**src/bfi_pkg.sv**
```systemverilog
// Package for the bitcell-to-flux-interval converter.
// Holds widths, reset values, register codes and queue depths; no dependencies.
`default_nettype none
package bfi_pkg;

   localparam int BLOCK_BYTES_DEFAULT = 256;

   localparam int TICKS_W   = 16;
   localparam int TRACK_W   = 15;
   localparam int BYTE_W    = 8;
   localparam int FLUX_W    = 16;
   localparam int ACC_W     = 32;
   localparam int FRAC_W    = 4;
   localparam int CELL_W    = 3;
   localparam int CSR_IDX_W = 1;
   localparam int CSR_DAT_W = 16;

   localparam int BYTE_QUEUE_DEPTH = 4;
   localparam int RSP_QUEUE_DEPTH  = 4;

   localparam logic [TICKS_W-1:0] CELL_TICKS_RESET = 16'd4608;
   localparam logic [TRACK_W-1:0] TRACK_LEN_RESET  = 15'd6250;

   localparam logic [CSR_IDX_W-1:0] CSR_CELL_TICKS = 1'b0;
   localparam logic [CSR_IDX_W-1:0] CSR_TRACK_LEN  = 1'b1;

   // result queue entry
   typedef struct packed {
      logic [FLUX_W-1:0] flux_interval;
      logic              last_of_byte;
   } rsp_type;

endpackage
`default_nettype wire

```
**src/bitcell_to_flux_interval.sv**
```systemverilog
// Bitcell-to-flux-interval converter, top level.
// A taken byte passes through the byte queue and the back end's bit register before its
// results reach the result queue. The back end walks one bit cell per cycle, stalling
// when a set bit meets a full result queue. Input and results decouple via queues.
// Reset: synchronous; clears counters, accumulator and queues, restores registers.
`default_nettype none
module bitcell_to_flux_interval
   import bfi_pkg::*;
#(
   parameter int BLOCK_BYTES = BLOCK_BYTES_DEFAULT
) (
   input  wire logic                 clock,
   input  wire logic                 reset,
   input  wire logic                 req_push,
   output logic                      req_full,
   input  wire logic [BYTE_W-1:0]    req_data_byte,
   output logic                      rsp_empty,
   input  wire logic                 rsp_pop,
   output logic      [FLUX_W-1:0]    rsp_flux_interval,
   output logic                      rsp_last_of_byte,
   input  wire logic                 csr_valid,
   output logic                      csr_ready,
   input  wire logic [CSR_IDX_W-1:0] csr_index,
   input  wire logic [CSR_DAT_W-1:0] csr_data
);
   logic [TICKS_W-1:0] cell_ticks_ff;
   logic [TRACK_W-1:0] track_len_ff;
   logic               accept, take;
   logic               byte_empty, byte_pop;
   logic [BYTE_W-1:0]  byte_head;
   logic               rsp_full, rsp_push;
   rsp_type            rsp_in_data, rsp_head;

   assign csr_ready = 1'b1;

   always_ff @(posedge clock) begin
      if (reset) begin
         cell_ticks_ff <= CELL_TICKS_RESET;
         track_len_ff  <= TRACK_LEN_RESET;
      end else if (csr_valid) begin
         case (csr_index)
            CSR_CELL_TICKS: cell_ticks_ff <= csr_data[TICKS_W-1:0];
            CSR_TRACK_LEN:  track_len_ff  <= csr_data[TRACK_W-1:0];
            default: ;
         endcase
      end
   end

   assign accept = req_push & ~req_full;

   bfi_front #(
      .BLOCK_BYTES(BLOCK_BYTES)
   ) u_front (
      .clock     (clock),
      .reset     (reset),
      .accept    (accept),
      .track_len (track_len_ff),
      .take      (take)
   );

   bfi_fifo #(
      .WIDTH(BYTE_W),
      .DEPTH(BYTE_QUEUE_DEPTH)
   ) u_byte_queue (
      .clock     (clock),
      .reset     (reset),
      .push      (take),
      .push_data (req_data_byte),
      .full      (req_full),
      .pop       (byte_pop),
      .pop_data  (byte_head),
      .empty     (byte_empty)
   );

   bfi_back u_back (
      .clock      (clock),
      .reset      (reset),
      .cell_ticks (cell_ticks_ff),
      .byte_avail (~byte_empty),
      .byte_data  (byte_head),
      .byte_pop   (byte_pop),
      .rsp_full   (rsp_full),
      .rsp_push   (rsp_push),
      .rsp_data   (rsp_in_data)
   );

   bfi_fifo #(
      .WIDTH($bits(rsp_type)),
      .DEPTH(RSP_QUEUE_DEPTH)
   ) u_rsp_queue (
      .clock     (clock),
      .reset     (reset),
      .push      (rsp_push),
      .push_data (rsp_in_data),
      .full      (rsp_full),
      .pop       (rsp_pop),
      .pop_data  (rsp_head),
      .empty     (rsp_empty)
   );

   assign rsp_flux_interval = rsp_head.flux_interval;
   assign rsp_last_of_byte  = rsp_head.last_of_byte;

endmodule
`default_nettype wire

```
**src/bfi_fifo.sv**
```systemverilog
// Small first-in first-out queue of registers.
// Used for the byte queue and the result queue; no package dependencies.
`default_nettype none
module bfi_fifo #(
   parameter int WIDTH = 8,
   parameter int DEPTH = 4
) (
   input  wire logic             clock,
   input  wire logic             reset,
   input  wire logic             push,
   input  wire logic [WIDTH-1:0] push_data,
   output logic                  full,
   input  wire logic             pop,
   output logic      [WIDTH-1:0] pop_data,
   output logic                  empty
);
   localparam int AW = (DEPTH > 1) ? $clog2(DEPTH) : 1;

   logic [WIDTH-1:0] mem_ff [DEPTH];
   logic [AW-1:0]    wr_ptr_ff, wr_ptr_in;
   logic [AW-1:0]    rd_ptr_ff, rd_ptr_in;
   logic [AW:0]      count_ff, count_in;
   logic             do_push, do_pop;

   assign full     = (count_ff == (AW+1)'(DEPTH));
   assign empty    = (count_ff == '0);
   assign pop_data = mem_ff[rd_ptr_ff];
   assign do_push  = push & ~full;
   assign do_pop   = pop & ~empty;

   always_comb begin
      wr_ptr_in = wr_ptr_ff;
      rd_ptr_in = rd_ptr_ff;
      count_in  = count_ff;
      if (do_push) begin
         wr_ptr_in = (wr_ptr_ff == AW'(DEPTH-1)) ? '0 : wr_ptr_ff + 1'b1;
      end
      if (do_pop) begin
         rd_ptr_in = (rd_ptr_ff == AW'(DEPTH-1)) ? '0 : rd_ptr_ff + 1'b1;
      end
      if (do_push && !do_pop) begin
         count_in = count_ff + 1'b1;
      end else if (!do_push && do_pop) begin
         count_in = count_ff - 1'b1;
      end
   end

   always_ff @(posedge clock) begin
      if (reset) begin
         wr_ptr_ff <= '0;
         rd_ptr_ff <= '0;
         count_ff  <= '0;
      end else begin
         wr_ptr_ff <= wr_ptr_in;
         rd_ptr_ff <= rd_ptr_in;
         count_ff  <= count_in;
      end
   end

   always_ff @(posedge clock) begin
      if (do_push) begin
         mem_ff[wr_ptr_ff] <= push_data;
      end
   end

endmodule
`default_nettype wire

```
**src/bfi_front.sv**
```systemverilog
// Front end: track position and block offset bookkeeping.
// Decides per byte whether it is taken or dropped; uses bfi_pkg.
`default_nettype none
module bfi_front
   import bfi_pkg::*;
#(
   parameter int BLOCK_BYTES = BLOCK_BYTES_DEFAULT
) (
   input  wire logic               clock,
   input  wire logic               reset,
   input  wire logic               accept,
   input  wire logic [TRACK_W-1:0] track_len,
   output logic                    take
);
   localparam int OFS_W = (BLOCK_BYTES > 1) ? $clog2(BLOCK_BYTES) : 1;

   logic [TRACK_W-1:0] pos_ff, pos_in;
   logic [OFS_W-1:0]   ofs_ff, ofs_in;
   logic               past_end;

   assign past_end = (pos_ff >= track_len);

   always_comb begin
      pos_in = pos_ff;
      ofs_in = ofs_ff;
      take   = 1'b0;
      if (accept) begin
         ofs_in = (ofs_ff == OFS_W'(BLOCK_BYTES-1)) ? '0 : ofs_ff + 1'b1;
         if (past_end && ofs_ff != '0) begin
            // drop fill bytes up to the block boundary
            take = 1'b0;
         end else begin
            take   = 1'b1;
            pos_in = past_end ? TRACK_W'(1) : pos_ff + 1'b1;
         end
      end
   end

   always_ff @(posedge clock) begin
      if (reset) begin
         pos_ff <= '0;
         ofs_ff <= '0;
      end else begin
         pos_ff <= pos_in;
         ofs_ff <= ofs_in;
      end
   end

endmodule
`default_nettype wire

```
**src/bfi_back.sv**
```systemverilog
// Back end: walks the eight bit cells of a byte, one per cycle unless a set bit meets a full result queue.
// Keeps the tick accumulator and emits flux intervals; uses bfi_pkg.
`default_nettype none
module bfi_back
   import bfi_pkg::*;
(
   input  wire logic               clock,
   input  wire logic               reset,
   input  wire logic [TICKS_W-1:0] cell_ticks,
   input  wire logic               byte_avail,
   input  wire logic [BYTE_W-1:0]  byte_data,
   output logic                    byte_pop,
   input  wire logic               rsp_full,
   output logic                    rsp_push,
   output rsp_type                 rsp_data
);
   logic              busy_ff, busy_in;
   logic [BYTE_W-1:0] bits_ff, bits_in;
   logic [CELL_W-1:0] cell_ff, cell_in;
   logic [ACC_W-1:0]  acc_ff, acc_in;
   logic [ACC_W-1:0]  sum;
   logic              stall, finish;

   assign sum   = acc_ff + ACC_W'(cell_ticks);
   assign stall = busy_ff & bits_ff[0] & rsp_full;

   assign rsp_data.flux_interval = sum[FRAC_W +: FLUX_W] - 1'b1;
   assign rsp_data.last_of_byte  = (bits_ff[BYTE_W-1:1] == '0);

   always_comb begin
      busy_in  = busy_ff;
      bits_in  = bits_ff;
      cell_in  = cell_ff;
      acc_in   = acc_ff;
      rsp_push = 1'b0;
      finish   = 1'b0;
      if (busy_ff && !stall) begin
         rsp_push = bits_ff[0];
         acc_in   = bits_ff[0] ? {{(ACC_W-FRAC_W){1'b0}}, sum[FRAC_W-1:0]} : sum;
         bits_in  = bits_ff >> 1;
         cell_in  = cell_ff + 1'b1;
         finish   = (cell_ff == CELL_W'(BYTE_W-1));
         if (finish) begin
            busy_in = 1'b0;
         end
      end
      byte_pop = byte_avail & (~busy_ff | finish);
      if (byte_pop) begin
         // load the next byte right behind the last cell
         busy_in = 1'b1;
         bits_in = byte_data;
         cell_in = '0;
      end
   end

   always_ff @(posedge clock) begin
      if (reset) begin
         busy_ff <= 1'b0;
         cell_ff <= '0;
         acc_ff  <= '0;
      end else begin
         busy_ff <= busy_in;
         cell_ff <= cell_in;
         acc_ff  <= acc_in;
      end
   end

   always_ff @(posedge clock) begin
      bits_ff <= bits_in;
   end

endmodule
`default_nettype wire
```
**config.mk**
```make
export PLATFORM = sky130hd
export DESIGN_NAME = bitcell_to_flux_interval
export DESIGN_NICKNAME = d
export VERILOG_FILES = /design/src/bfi_pkg.sv /design/src/bitcell_to_flux_interval.sv /design/src/bfi_fifo.sv /design/src/bfi_front.sv /design/src/bfi_back.sv
export SDC_FILE = /design/constraint.sdc
export NUM_CORES = 1
export LEC_CHECK = 0
export ABC_CLOCK_PERIOD_IN_PS = 3700
export BUFFER_PORTS_ARGS = -buffer_cell sky130_fd_sc_hd__buf_2
export CORE_MARGIN = 2
export CORE_UTILIZATION = 30
export DETAILED_ROUTE_END_ITERATION = 16
export PLACE_DENSITY = 0.56
export SKIP_CTS_REPAIR_TIMING = 1
export SYNTH_ARGS = -nofsm -noshare
export SYNTH_HDL_FRONTEND = slang
export SYNTH_HIERARCHICAL = 1
export SYNTH_SLANG_ARGS = --single-unit
```
**constraint.sdc**
```tcl
create_clock -name clock -period 3.7 [get_ports clock]
set_input_delay 0.185 -clock clock [delete_from_list [all_inputs] [get_ports clock]]
set_output_delay 0.185 -clock clock [all_outputs]
set_load 0.1 [all_outputs]
```
* Yosys cells after proc, flatten, opt, wreduce, memory -nomap -nowiden
Memory sizes are Yosys's and may differ from the RTL's. A register that Yosys moved wholly into a read port is not among the register bits.
Index checks and enable logic that the tools add are counted.
** Cells by class
- Multipliers :: 0
- Magnitude comparators :: 1
- Reduce and logical (&&, ||, !) cells :: 24
- Bitwise operators :: 16
- Equality and inequality tests :: 8
- Divide/modulo/power cells :: 0
- Add/sub/neg operators :: 13
- Shift-type cells :: 0
- Multiplexer cells :: 28
** Operator list (number)
- 32-bit by 16-bit adder with 32-bit output :: 1
- 32-bit two-way mux :: 1
- 8-bit two-way mux :: 3
- 2-bit two-way mux :: 8
- 16-bit by 1-bit subtractor with 16-bit output (second input constant) :: 1
- 15-bit by 1-bit adder with 15-bit output (second input constant) :: 1
- 15-bit >= comparator :: 1
- 15-bit two-way mux :: 1
- 3-bit two-way mux :: 4
- 1-bit two-way mux :: 11
- 3-bit by 1-bit adder with 3-bit output (second input constant) :: 3
- 3-bit equality test (second input constant) :: 3
- 2-bit by 1-bit adder with 2-bit output (second input constant) :: 4
- 8-bit by 1-bit adder with 8-bit output (second input constant) :: 1
- 1-bit AND :: 8
- 2-bit equality test (second input constant) :: 4
- 8-bit equality test (second input constant) :: 1
- 2-bit AND reduction :: 4
- 2-bit nonzero test :: 4
- 8-bit nonzero test :: 1
- 7-bit zero test :: 1
- 1-bit NOT :: 7
- 1-bit logical AND :: 6
- 3-bit zero test :: 2
- 4 further kinds :: 9
** Word-level totals
- ROM bits :: 0
- Word-level logic and storage cells :: 106
- Bits in latches :: 0
- Memories :: 2
- Bits of input ports :: 30
- Output and inout bits :: 20
- RAM bits :: 100
- Flip-flop bits (word level) :: 112
** Memory list
- u_rsp_queue.mem_ff :: words 4, bits a word 17, rd ports 1, clocked after Yosys merged registers in 1, wr ports 1, line bfi_fifo.sv:19 : logic [WIDTH-1:0] mem_ff [DEPTH];
- u_byte_queue.mem_ff :: words 4, bits a word 8, rd ports 1, clocked after Yosys merged registers in 1, wr ports 1, line bfi_fifo.sv:19

* Longest topological paths before layout
Gate-level depths: netlist (run 1).
- Depth after elaboration :: 11
- Gate-level depth with buffers :: 17
- Mapped depth without buffers :: 16

* Cells and area by module
Netlist (run 1), hierarchy kept.
** By module, submodules not included
- bfi_fifo at u_rsp_queue :: area an instance 2956.6 µm², instances 1, cells an instance 139
- bfi_back :: area an instance 2517.4 µm², instances 1, cells an instance 303
- bfi_fifo at u_byte_queue :: area an instance 1645.3 µm², instances 1, cells an instance 92
- bfi_front :: area an instance 1634.1 µm², instances 1, cells an instance 202
- bitcell_to_flux_interval :: area an instance 1328.8 µm², instances 1, cells an instance 128

* Least setup slack after synthesis (run 1)
Ideal clock, no wire load.
- Path kind :: flip-flop to flip-flop
- Start :: register u_byte_queue.count_ff[0]
- End :: register u_byte_queue.count_ff[2]
- Path buffers :: 1
- Library setup time :: 0.070 ns
- Data arrival time :: 3.549 ns
- Period minus slack after synthesis :: 3.619 ns
- Cell stages (with the launch flop) :: 18
- Path slack :: 0.081 ns
- Cell sequence :: dfxtp_1 or3b_1 buf_6 clkinv_4 nor2b_1 nor4b_1 nand2_1 nand2b_1 o21ai_0 nor3_1 inv_1 nor2_2 ha_1 inv_1 fa_1 xor2_1 or3_2 a21oi_1
** Between the ends
- Word-level cells in the longest chain between the ends :: 8
- Elaborated cells on any way between the ends :: 18
- Those cells by class :: 2 x add/sub; 1 x eq/ne; 3 x mux; 6 x bitwise; 6 x reduce/logical
** RTL lines
- start, declared :: line bfi_fifo.sv:22 : logic [AW:0] count_ff, count_in;
- start signal, assigned :: line bfi_fifo.sv:56 : count_ff <= count_in;
- 3-bit equality test (*) :: line bfi_fifo.sv:25 : assign full = (count_ff == (AW+1)'(DEPTH));
- named net req_full :: line bitcell_to_flux_interval.sv:15 : output logic req_full,
- 1-bit NOT (*) :: line bitcell_to_flux_interval.sv:49 : assign accept = req_push & ~req_full;
- 1-bit AND (*) :: line bitcell_to_flux_interval.sv:49
- named net accept :: line bitcell_to_flux_interval.sv:28 : logic accept, take;
- 1-bit two-way mux (*) :: line bfi_front.sv:27 : if (accept) begin
- named net take :: line bitcell_to_flux_interval.sv:28
- 1-bit AND (*) :: line bfi_fifo.sv:28 : assign do_push = push & ~full;
- named net u_byte_queue.do_push :: line bfi_fifo.sv:23 : logic do_push, do_pop;
- 1-bit zero test :: line bfi_fifo.sv:43 : end else if (!do_push && do_pop) begin
- 1-bit logical AND :: line bfi_fifo.sv:43
- 2-bit nonzero test (no line)
Mark *: on every way through the listed nets, which the timed path passes. The rest lies on a longest branch. The select of a mux whose other input is x is not followed.
A chain may end at the register's enable or synchronous reset.

* Worst setup path in the final report (run 1)
- Start :: register u_byte_queue.count_ff[2]
- End :: register u_byte_queue.count_ff[2]
** Between the ends
- Word-level cells in the longest chain between the ends :: 8
- Elaborated cells on any way between the ends :: 18
- Those cells by class :: 2 x add/sub; 1 x eq/ne; 3 x mux; 6 x bitwise; 6 x reduce/logical
** RTL lines (line)
- 3-bit equality test (*) :: bfi_fifo.sv:25
- 1-bit NOT (*) :: bitcell_to_flux_interval.sv:49
- 1-bit AND (*) :: bitcell_to_flux_interval.sv:49
- named net accept :: bitcell_to_flux_interval.sv:28
- 1-bit two-way mux (*) :: bfi_front.sv:27
- named net take :: bitcell_to_flux_interval.sv:28
- 1-bit AND (*) :: bfi_fifo.sv:28
- named net u_byte_queue.do_push :: bfi_fifo.sv:23
- 1-bit zero test :: bfi_fifo.sv:43
- 1-bit logical AND :: bfi_fifo.sv:43
- 2-bit nonzero test (no line)
Marked as above.

==> results of run 1 <==
## routing by layer
layer  wire (microns)  global-route usage, %  share of wire [%]  vias to the layer above
li1                 -                      -                  -                     3299
met1             9719                  15.91                 46                     3208
met2             9833                  19.79                 47                      108
met3              866                  2.176                4.1                       30
met4              503                  3.449                2.4                        0
met5                0                      0                  0                        -
## cell type report
cell class                 instances  area [sq um]
clock buffer                      27         621.8
inverter                          46         196.4
fill                            3357         21580
clock inverter                    17         198.9
tap                              448         560.5
timing repair buffer              71         442.9
sequential                       204          5166
multi-input combinational        573          4518
## worst min-delay path by stage
stage / slack, ps / endpoint / depth (start not counted)
floorplan: 250 / u_back/busy_ff$_SDFFE_PP0P_ / 1
CTS: -140 / u_byte_queue/mem_ff[3][2]$_DFFE_PP_ / 1
global placement: 400 / u_byte_queue/mem_ff[3][1]$_DFFE_PP_ / 1
global route: 5 / cell_ticks_ff[10]$_SDFFE_PP0P_ / 3
finish: -10 / cell_ticks_ff[10]$_SDFFE_PP0P_ / 3
detailed placement: 410 / u_byte_queue/mem_ff[0][2]$_DFFE_PP_ / 1
## power breakdown
part,internal (mW),switching (mW),leakage (nW)
sequential,2.78,0.192,1.77
clock,1.49,0.918,0.397
combinational,0.777,1.62,2.27
total,5.05,2.73,4.44
## Yosys cell counts (4+ instances only)
library cell / instances / area (sq um)
or3_1: 8 / 50.05
nand3_1: 17 / 85.08
nand4_1: 10 / 62.56
and3_2: 4 / 30.03
o21ai_1: 13 / 65.06
or4_1: 7 / 52.55
nand2_1: 45 / 168.9
buf_6: 8 / 90.09
a21oi_1: 46 / 230.2
mux2i_1: 30 / 300.3
xor2_1: 21 / 183.9
or4bb_1: 6 / 67.56
a22o_1: 10 / 87.58
and3_1: 12 / 75.07
nor2_1: 66 / 247.7
nor4_1: 5 / 31.28
o21ai_0: 15 / 75.07
nor3_1: 15 / 75.07
and2_1: 6 / 37.54
a22oi_1: 11 / 82.58
nand2b_1: 36 / 225.2
buf_2: 7 / 35.03
o31ai_2: 4 / 50.05
inv_1: 43 / 161.4
a21o_1: 5 / 37.54
ha_1: 49 / 613.1
mux2_2: 9 / 101.4
edfxtp_1: 108 / 3243
xnor2_1: 14 / 122.6
a211oi_2: 4 / 50.05
a211oi_1: 4 / 30.03
o21a_1: 6 / 45.04
buf_1: 4 / 15.01
dfxtp_1: 96 / 1922
clkbuf_1: 19 / 71.32
a211o_1: 6 / 52.55
mux4_2: 25 / 563.0
nor2b_1: 4 / 25.02
## metrics by stage
step / std cells / hold WS [ps] / util [%]
after CTS: 1375 / -138.5 / 34.75
final: 1386 / -10.87 / 35.17
after global placement: 1331 / 402.1 / 32.28
after floorplan: 864 / 254.1 / -
after global routing: 1386 / 5.235 / 35.17
after detailed placement: 1331 / 406.9 / 32.28
## sequential cells by signal (all words and copies together) (netlist names), 3 cells and up, named ones only
signal                 cells
u_back/bits_ff             8
u_front/ofs_ff             8
cell_ticks_ff             16
track_len_ff              15
u_rsp_queue/mem_ff        68
u_byte_queue/count_ff      3
u_back/cell_ff             3
u_front/pos_ff            15
u_rsp_queue/count_ff       3
u_byte_queue/mem_ff       32
u_back/acc_ff             20
## worst register-to-register path, delay by kind of cell (launching register included)
| kind | cells | cell delay (ps) |
|---|---|---|
| AOI/OAI and AO/OA | 2 | 320 |
| xor gates and xnor gates | 1 | 160 |
| adders and majority gates | 2 | 580 |
| buffers and inverters | 3 | 230 |
| DFF | 1 | 350 |
| and+or+nand+nor | 8 | 1690 |
## kinds of logic after synthesis
kind of cell,Yosys count
multiplexers,65
buffers and inverters,87
other,1
XOR/XNOR,35
AO/OA/AOI/OAI,156
AND/OR/NAND/NOR,264
flip-flops,204
adder cells (fa/ha/maj),52
==> flow_summary.json, run 1 <==
{
  "type_of_the_worst_setup_path": "reg -> reg",
  "preCtsSetupSlack_ps": 132.2,
  "initial_core_util_pct": 30.29,
  "unrepaired_setup_endpoints_after_global_routing": "false",
  "critical_path_cell_count": 16,
  "crit_required_ps": 4140,
  "postLayoutCellArea_sq_um": 11710,
  "synth-simple-area-share_pct": 14.30,
  "drc_errors": 0,
  "clock_tree.root_cell": "clkbuf_16",
  "gp_routability_congestion": 0.7772,
  "worst_setup_path_start_kind": "flop",
  "status": "finished with violations",
  "io_pins": 50,
  "p_per_area_nw_per_um2": 663.9,
  "yosys_warnings": 6,
  "synth_nets": 946,
  "synthXorXnorAreaFrac_pct": 3.040,
  "finalHoldViolCount": 2,
  "grt_start_max_net_pins": 71,
  "num-nets-final": 1002,
  "antenna_found_initial": 0,
  "cp_slowest_stage_delay_ps": 400,
  "htree_levels": 1,
  "reg2regPathDepth": 16,
  "maxSlewViolCount": 0,
  "register_area_share_after_synthesis_pct": 51.23,
  "min-delay-path-class": "in -> reg",
  "primary_flip_flop_cell_chosen_by_synthesis_mapping": "edfxtp_1",
  "failed_checks": "negative hold slack",
  "critical-path-top-delay-family": "simple AND/OR/NAND/NOR gates",
  "route.detailed.wl_per_inst_microns": 15.10,
  "total_leakage_power_nw": 4.439,
  "vdd_ir_drop_max_mv": 0.3355,
  "period_minus_slack_ps": 3372,
  "synthesis.area_per_instance_sq_um": 11.67,
  "first_iter_violations": 332,
  "worst_setup_path_endpoint": "u_byte_queue/count_ff[2]$_SDFFE_PP0P_",
  "timing.critical_path.fanout_max": 7,
  "cts-root-to-sink-buffers": 3,
  "port_buffers": 48,
  "asyncSetResetFlopFracSynth_pct": 0,
  "worst-r2r-setup-slack_ps": 330,
  "synthCells": 864,
  "die-area_sq_um": 35090,
  "grt_pass1_wl_microns": 34490,
  "post_route_cells_drive_above_1_share_pct": 17.80,
  "ant_nets": 0,
  "clock_latency_ps": 510,
  "critical-path-slowest-cell": "or3_2",
  "max_slew_margin_pct": 38.30,
  "critical_path_arrival_ps": 3810,
  "path_clk_slew_ps": 60,
  "final-setup-viol-count": 0,
  "period_share_pct": 91.14,
  "design_power_total_mw": 7.771,
  "detail_route.vias_per_cell": 4.794,
  "timing.rr.end": "u_byte_queue/count_ff[2]$_SDFFE_PP0P_",
  "die_extent_in_x_microns": 187.3,
  "fin_setup_tns_ps": 0,
  "final_common_cell": "edfxtp_1",
  "timing.hold.ws_ps": -10.87,
  "most_frequent_cells_in_the_layout": "108 x edfxtp_1, 95 x dfxtp_1, 66 x nor2_1",
  "syn_to_final_growth_pct": 16.10,
  "tritoncts_buffers": 24,
  "synth_adder_area_share_pct": 6.677,
  "final.setup_skew_ps": 14.56,
  "n_antenna_cell": 0,
  "path_common_cell": "inv_1",
  "dieHeight_microns": 187.3,
  "cp_num_buf_inv": 3,
  "fmax_ghz": 0.2965,
  "startpoint": "u_byte_queue/count_ff[2]$_SDFFE_PP0P_",
  "cts_tree": "built",
  "yosys_register_bits": 204,
  "crit_path_cell_trace": "or3b_4 -> clkinv_4 -> nor2b_1 -> nor4b_1 -> nand2_1 -> nand2b_1 -> o21ai_0 -> nor3_2 -> inv_1 -> nor2_2 -> ha_1 -> inv_1 -> fa_1 -> xor2_1 -> or3_2 -> a21oi_1",
  "max-cap-violations": 0,
  "ys_types": 84,
  "fin_worst_setup_slack_ps": 327.8,
  "dp_hpwl_microns": 14500,
  "worstReg2RegStart": "u_byte_queue/count_ff[2]$_SDFFE_PP0P_",
  "mappedNetlistArea_sq_um": 10080,
  "placed_cell_area_sq_um": 10740,
  "endpoint_kind": "flop",
  "route.vias.total": 6645,
  "tightestPinTransition_ps": 925.5,
  "track_usage_pct": 11.93,
  "synth_enable_flop_cells": 108,
  "overflow": 0,
  "synth_top_family_by_area": "simple AND/OR/NAND/NOR gates",
  "wl_microns": 20920,
  "firstDrtPassIters": 4,
  "floorplan.rows": 67,
  "synth-compound-area-share_pct": 10.80,
  "cts.sink_count": 204,
  "design.core.area_sq_um": 33280,
  "hp-start": "csr_data[10]",
  "grt_pass1_vias": 6530,
  "muxShareOfSynthArea_pct": 9.680
}
No activity file was read; power rests on OpenSTA's default activity.
==> run 2: changes to the inputs <==
--- a/config.mk
+++ b/config.mk
@@ -11,6 +11,7 @@
 export CORE_UTILIZATION = 30
 export DETAILED_ROUTE_END_ITERATION = 16
 export PLACE_DENSITY = 0.56
+export REMOVE_ABC_BUFFERS = 1
 export SKIP_CTS_REPAIR_TIMING = 1
 export SYNTH_ARGS = -nofsm -noshare
 export SYNTH_HDL_FRONTEND = slang
==> run 2 against run 1 <==
The flow still finishes with violations (negative hold slack); first-iteration DRC count unchanged; combinational power about the same; sequential power about the same; global-route usage decreased by 0.60 points; total power decreased by 3.2%; worst setup slack got worse by 70 ps; highest routed layer unchanged.
==> flow_summary.json, run 2 (synthesized netlist as in run 1, its figures left out) <==
{
  "status": "finished with violations",
  "failed_checks": "negative hold slack",
  "timing.critical_path.fanout_max": 6,
  "vdd_ir_drop_max_mv": 0.3342,
  "first_iter_violations": 332,
  "top_regs": "u_rsp_queue/mem_ff: 68 flops, u_byte_queue/mem_ff: 32 flops, u_back/acc_ff: 20 flops",
  "tightestPinTransition_ps": 889.4,
  "min-delay-path-class": "in -> reg",
  "timing.hold.ws_ps": -8.982,
  "period_minus_slack_ps": 3442,
  "critical_path_arrival_ps": 3650,
  "max-cap-violations": 0,
  "unrepaired_setup_endpoints_after_global_routing": "false",
  "crit_required_ps": 3910,
  "worst_setup_path_start_kind": "flop",
  "ant_nets": 0,
  "p_per_area_nw_per_um2": 648.7,
  "regArea_sq_um": 5165,
  "post_route_cells_drive_above_1_share_pct": 17.47,
  "final-setup-viol-count": 0,
  "htree_levels": 1,
  "max_slew_margin_pct": 40.16,
  "grt_start_max_net_pins": 61,
  "final.setup_skew_ps": 15.29,
  "worstReg2RegStart": "cell_ticks_ff[0]$_SDFFE_PP0P_",
  "gp_routability_congestion": 0.7716,
  "die-area_sq_um": 35090,
  "grt_pass1_wl_microns": 32930,
  "track_usage_pct": 11.34,
  "multi_input_comb_area_sq_um": 4524,
  "type_of_the_worst_setup_path": "reg -> reg",
  "cts-root-to-sink-buffers": 3,
  "most_frequent_cells_in_the_layout": "108 x edfxtp_1, 96 x dfxtp_1, 66 x nor2_1",
  "layout.filler_cells": 3345,
  "holdPathStages": 3,
  "path_clk_slew_ps": 60,
  "antenna_found_initial": 0,
  "fin_worst_setup_slack_ps": 258.1,
  "maxSlewViolCount": 0,
  "worst-r2r-setup-slack_ps": 260,
  "overflow": 0,
  "initial_core_util_pct": 30.29,
  "clock_tree.root_cell": "clkbuf_16",
  "detail_route.vias_per_cell": 4.793,
  "final_cells": 1381,
  "total_leakage_power_nw": 4.390,
  "largest_register_ff_count": 68,
  "io_pins": 50,
  "preCtsSetupSlack_ps": 147.7,
  "timing.rr.end": "u_rsp_queue/mem_ff[3][16]$_DFFE_PP_",
  "design.core.area_sq_um": 33280,
  "floorplan.rows": 67,
  "drc_errors": 0,
  "registers.top_by_ff_count": "u_rsp_queue/mem_ff",
  "num-nets-final": 999,
  "tritoncts_buffers": 23,
  "whs_endpoint": "cell_ticks_ff[4]$_SDFFE_PP0P_",
  "dieHeight_microns": 187.3,
  "design_power_total_mw": 7.519,
  "firstDrtPassIters": 5,
  "hp-start": "csr_data[4]",
  "period_share_pct": 93.03,
  "wl_microns": 19980,
  "route.detailed.wl_per_inst_microns": 14.47,
  "dpl.cell_count": 1331,
  "syn_to_final_growth_pct": 14.95,
  "clock_latency_ps": 500,
  "port_buffers": 48,
  "final_core_occ_pct": 34.82,
  "final_common_cell": "edfxtp_1",
  "cts.sink_count": 204,
  "die_extent_in_x_microns": 187.3,
  "finalHoldViolCount": 2,
  "route.vias.total": 6619,
  "endpoint_kind": "flop",
  "grt_pass1_vias": 6433,
  "n_antenna_cell": 0,
  "fin_setup_tns_ps": 0,
  "fmax_ghz": 0.2905,
  "cts_tree": "built",
  "dp_hpwl_microns": 13770,
  "reg2regPathDepth": 11
}
run 2: final cells by class:
cell class / instances / share of cell area [%]
flip-flops and latches: 204 / 44.56
multi-input cells: 573 / 39.04
clock buffers: 29 / 5.247
well taps: 448 / 4.836
repair buffers: 69 / 3.649
inverters: 46 / 1.695
clock inverters: 12 / 0.9716
run 2: worst max path at each step:
stage	from	to	slack (ps)	cells past startpoint
after floorplan	u_byte_queue/count_ff[0]$_SDFFE_PP0P_	u_byte_queue/count_ff[2]$_SDFFE_PP0P_	-350	16
after global routing	cell_ticks_ff[0]$_SDFFE_PP0P_	u_rsp_queue/mem_ff[2][11]$_DFFE_PP_	1	11
after global placement	cell_ticks_ff[0]$_SDFFE_PP0P_	u_rsp_queue/mem_ff[0][16]$_DFFE_PP_	230	11
final	cell_ticks_ff[0]$_SDFFE_PP0P_	u_rsp_queue/mem_ff[3][16]$_DFFE_PP_	260	11
after detailed placement	u_byte_queue/count_ff[2]$_SDFFE_PP0P_	u_byte_queue/count_ff[2]$_SDFFE_PP0P_	150	16
after CTS	u_byte_queue/count_ff[2]$_SDFFE_PP0P_	u_byte_queue/count_ff[2]$_SDFFE_PP0P_	130	16
run 2: routing by layer:
metal / share of wire, % / wire length (microns) / GRT usage (%)
met1: 48 / 9542 / 15.19
met2: 47 / 9330 / 18.96
met3: 3.5 / 690 / 1.839
met4: 2.1 / 420 / 3.175
met5: 0 / 0 / 0
run 2: metrics by stage:
stage / area (sq um) / hold WS [ps]
floorplan: 9851 / 254.1
global placement: 10740 / 402.2
detailed placement: 10740 / 409.3
CTS: 11460 / -116.3
global route: 11590 / 16.85
finish: 11590 / -8.982
run 2: report_power, final:
group          leakage [nW]  switching, mW  internal (mW)
clock                 0.353          0.875           1.30
combinational          2.26           1.61          0.769
sequential             1.77          0.188           2.78
total                  4.39           2.67           4.85
run 2: critical path, cell delays in order (launching register included):
cell,delay [ps]
dfxtp_1,340
ha_1,210
inv_1,70
fa_1,380
nor2b_1,230
o2111ai_1,270
a2111oi_2,450
nor3_1,110
xnor2_1,150
or3b_1,490
o32ai_1,310
nand2_1,150
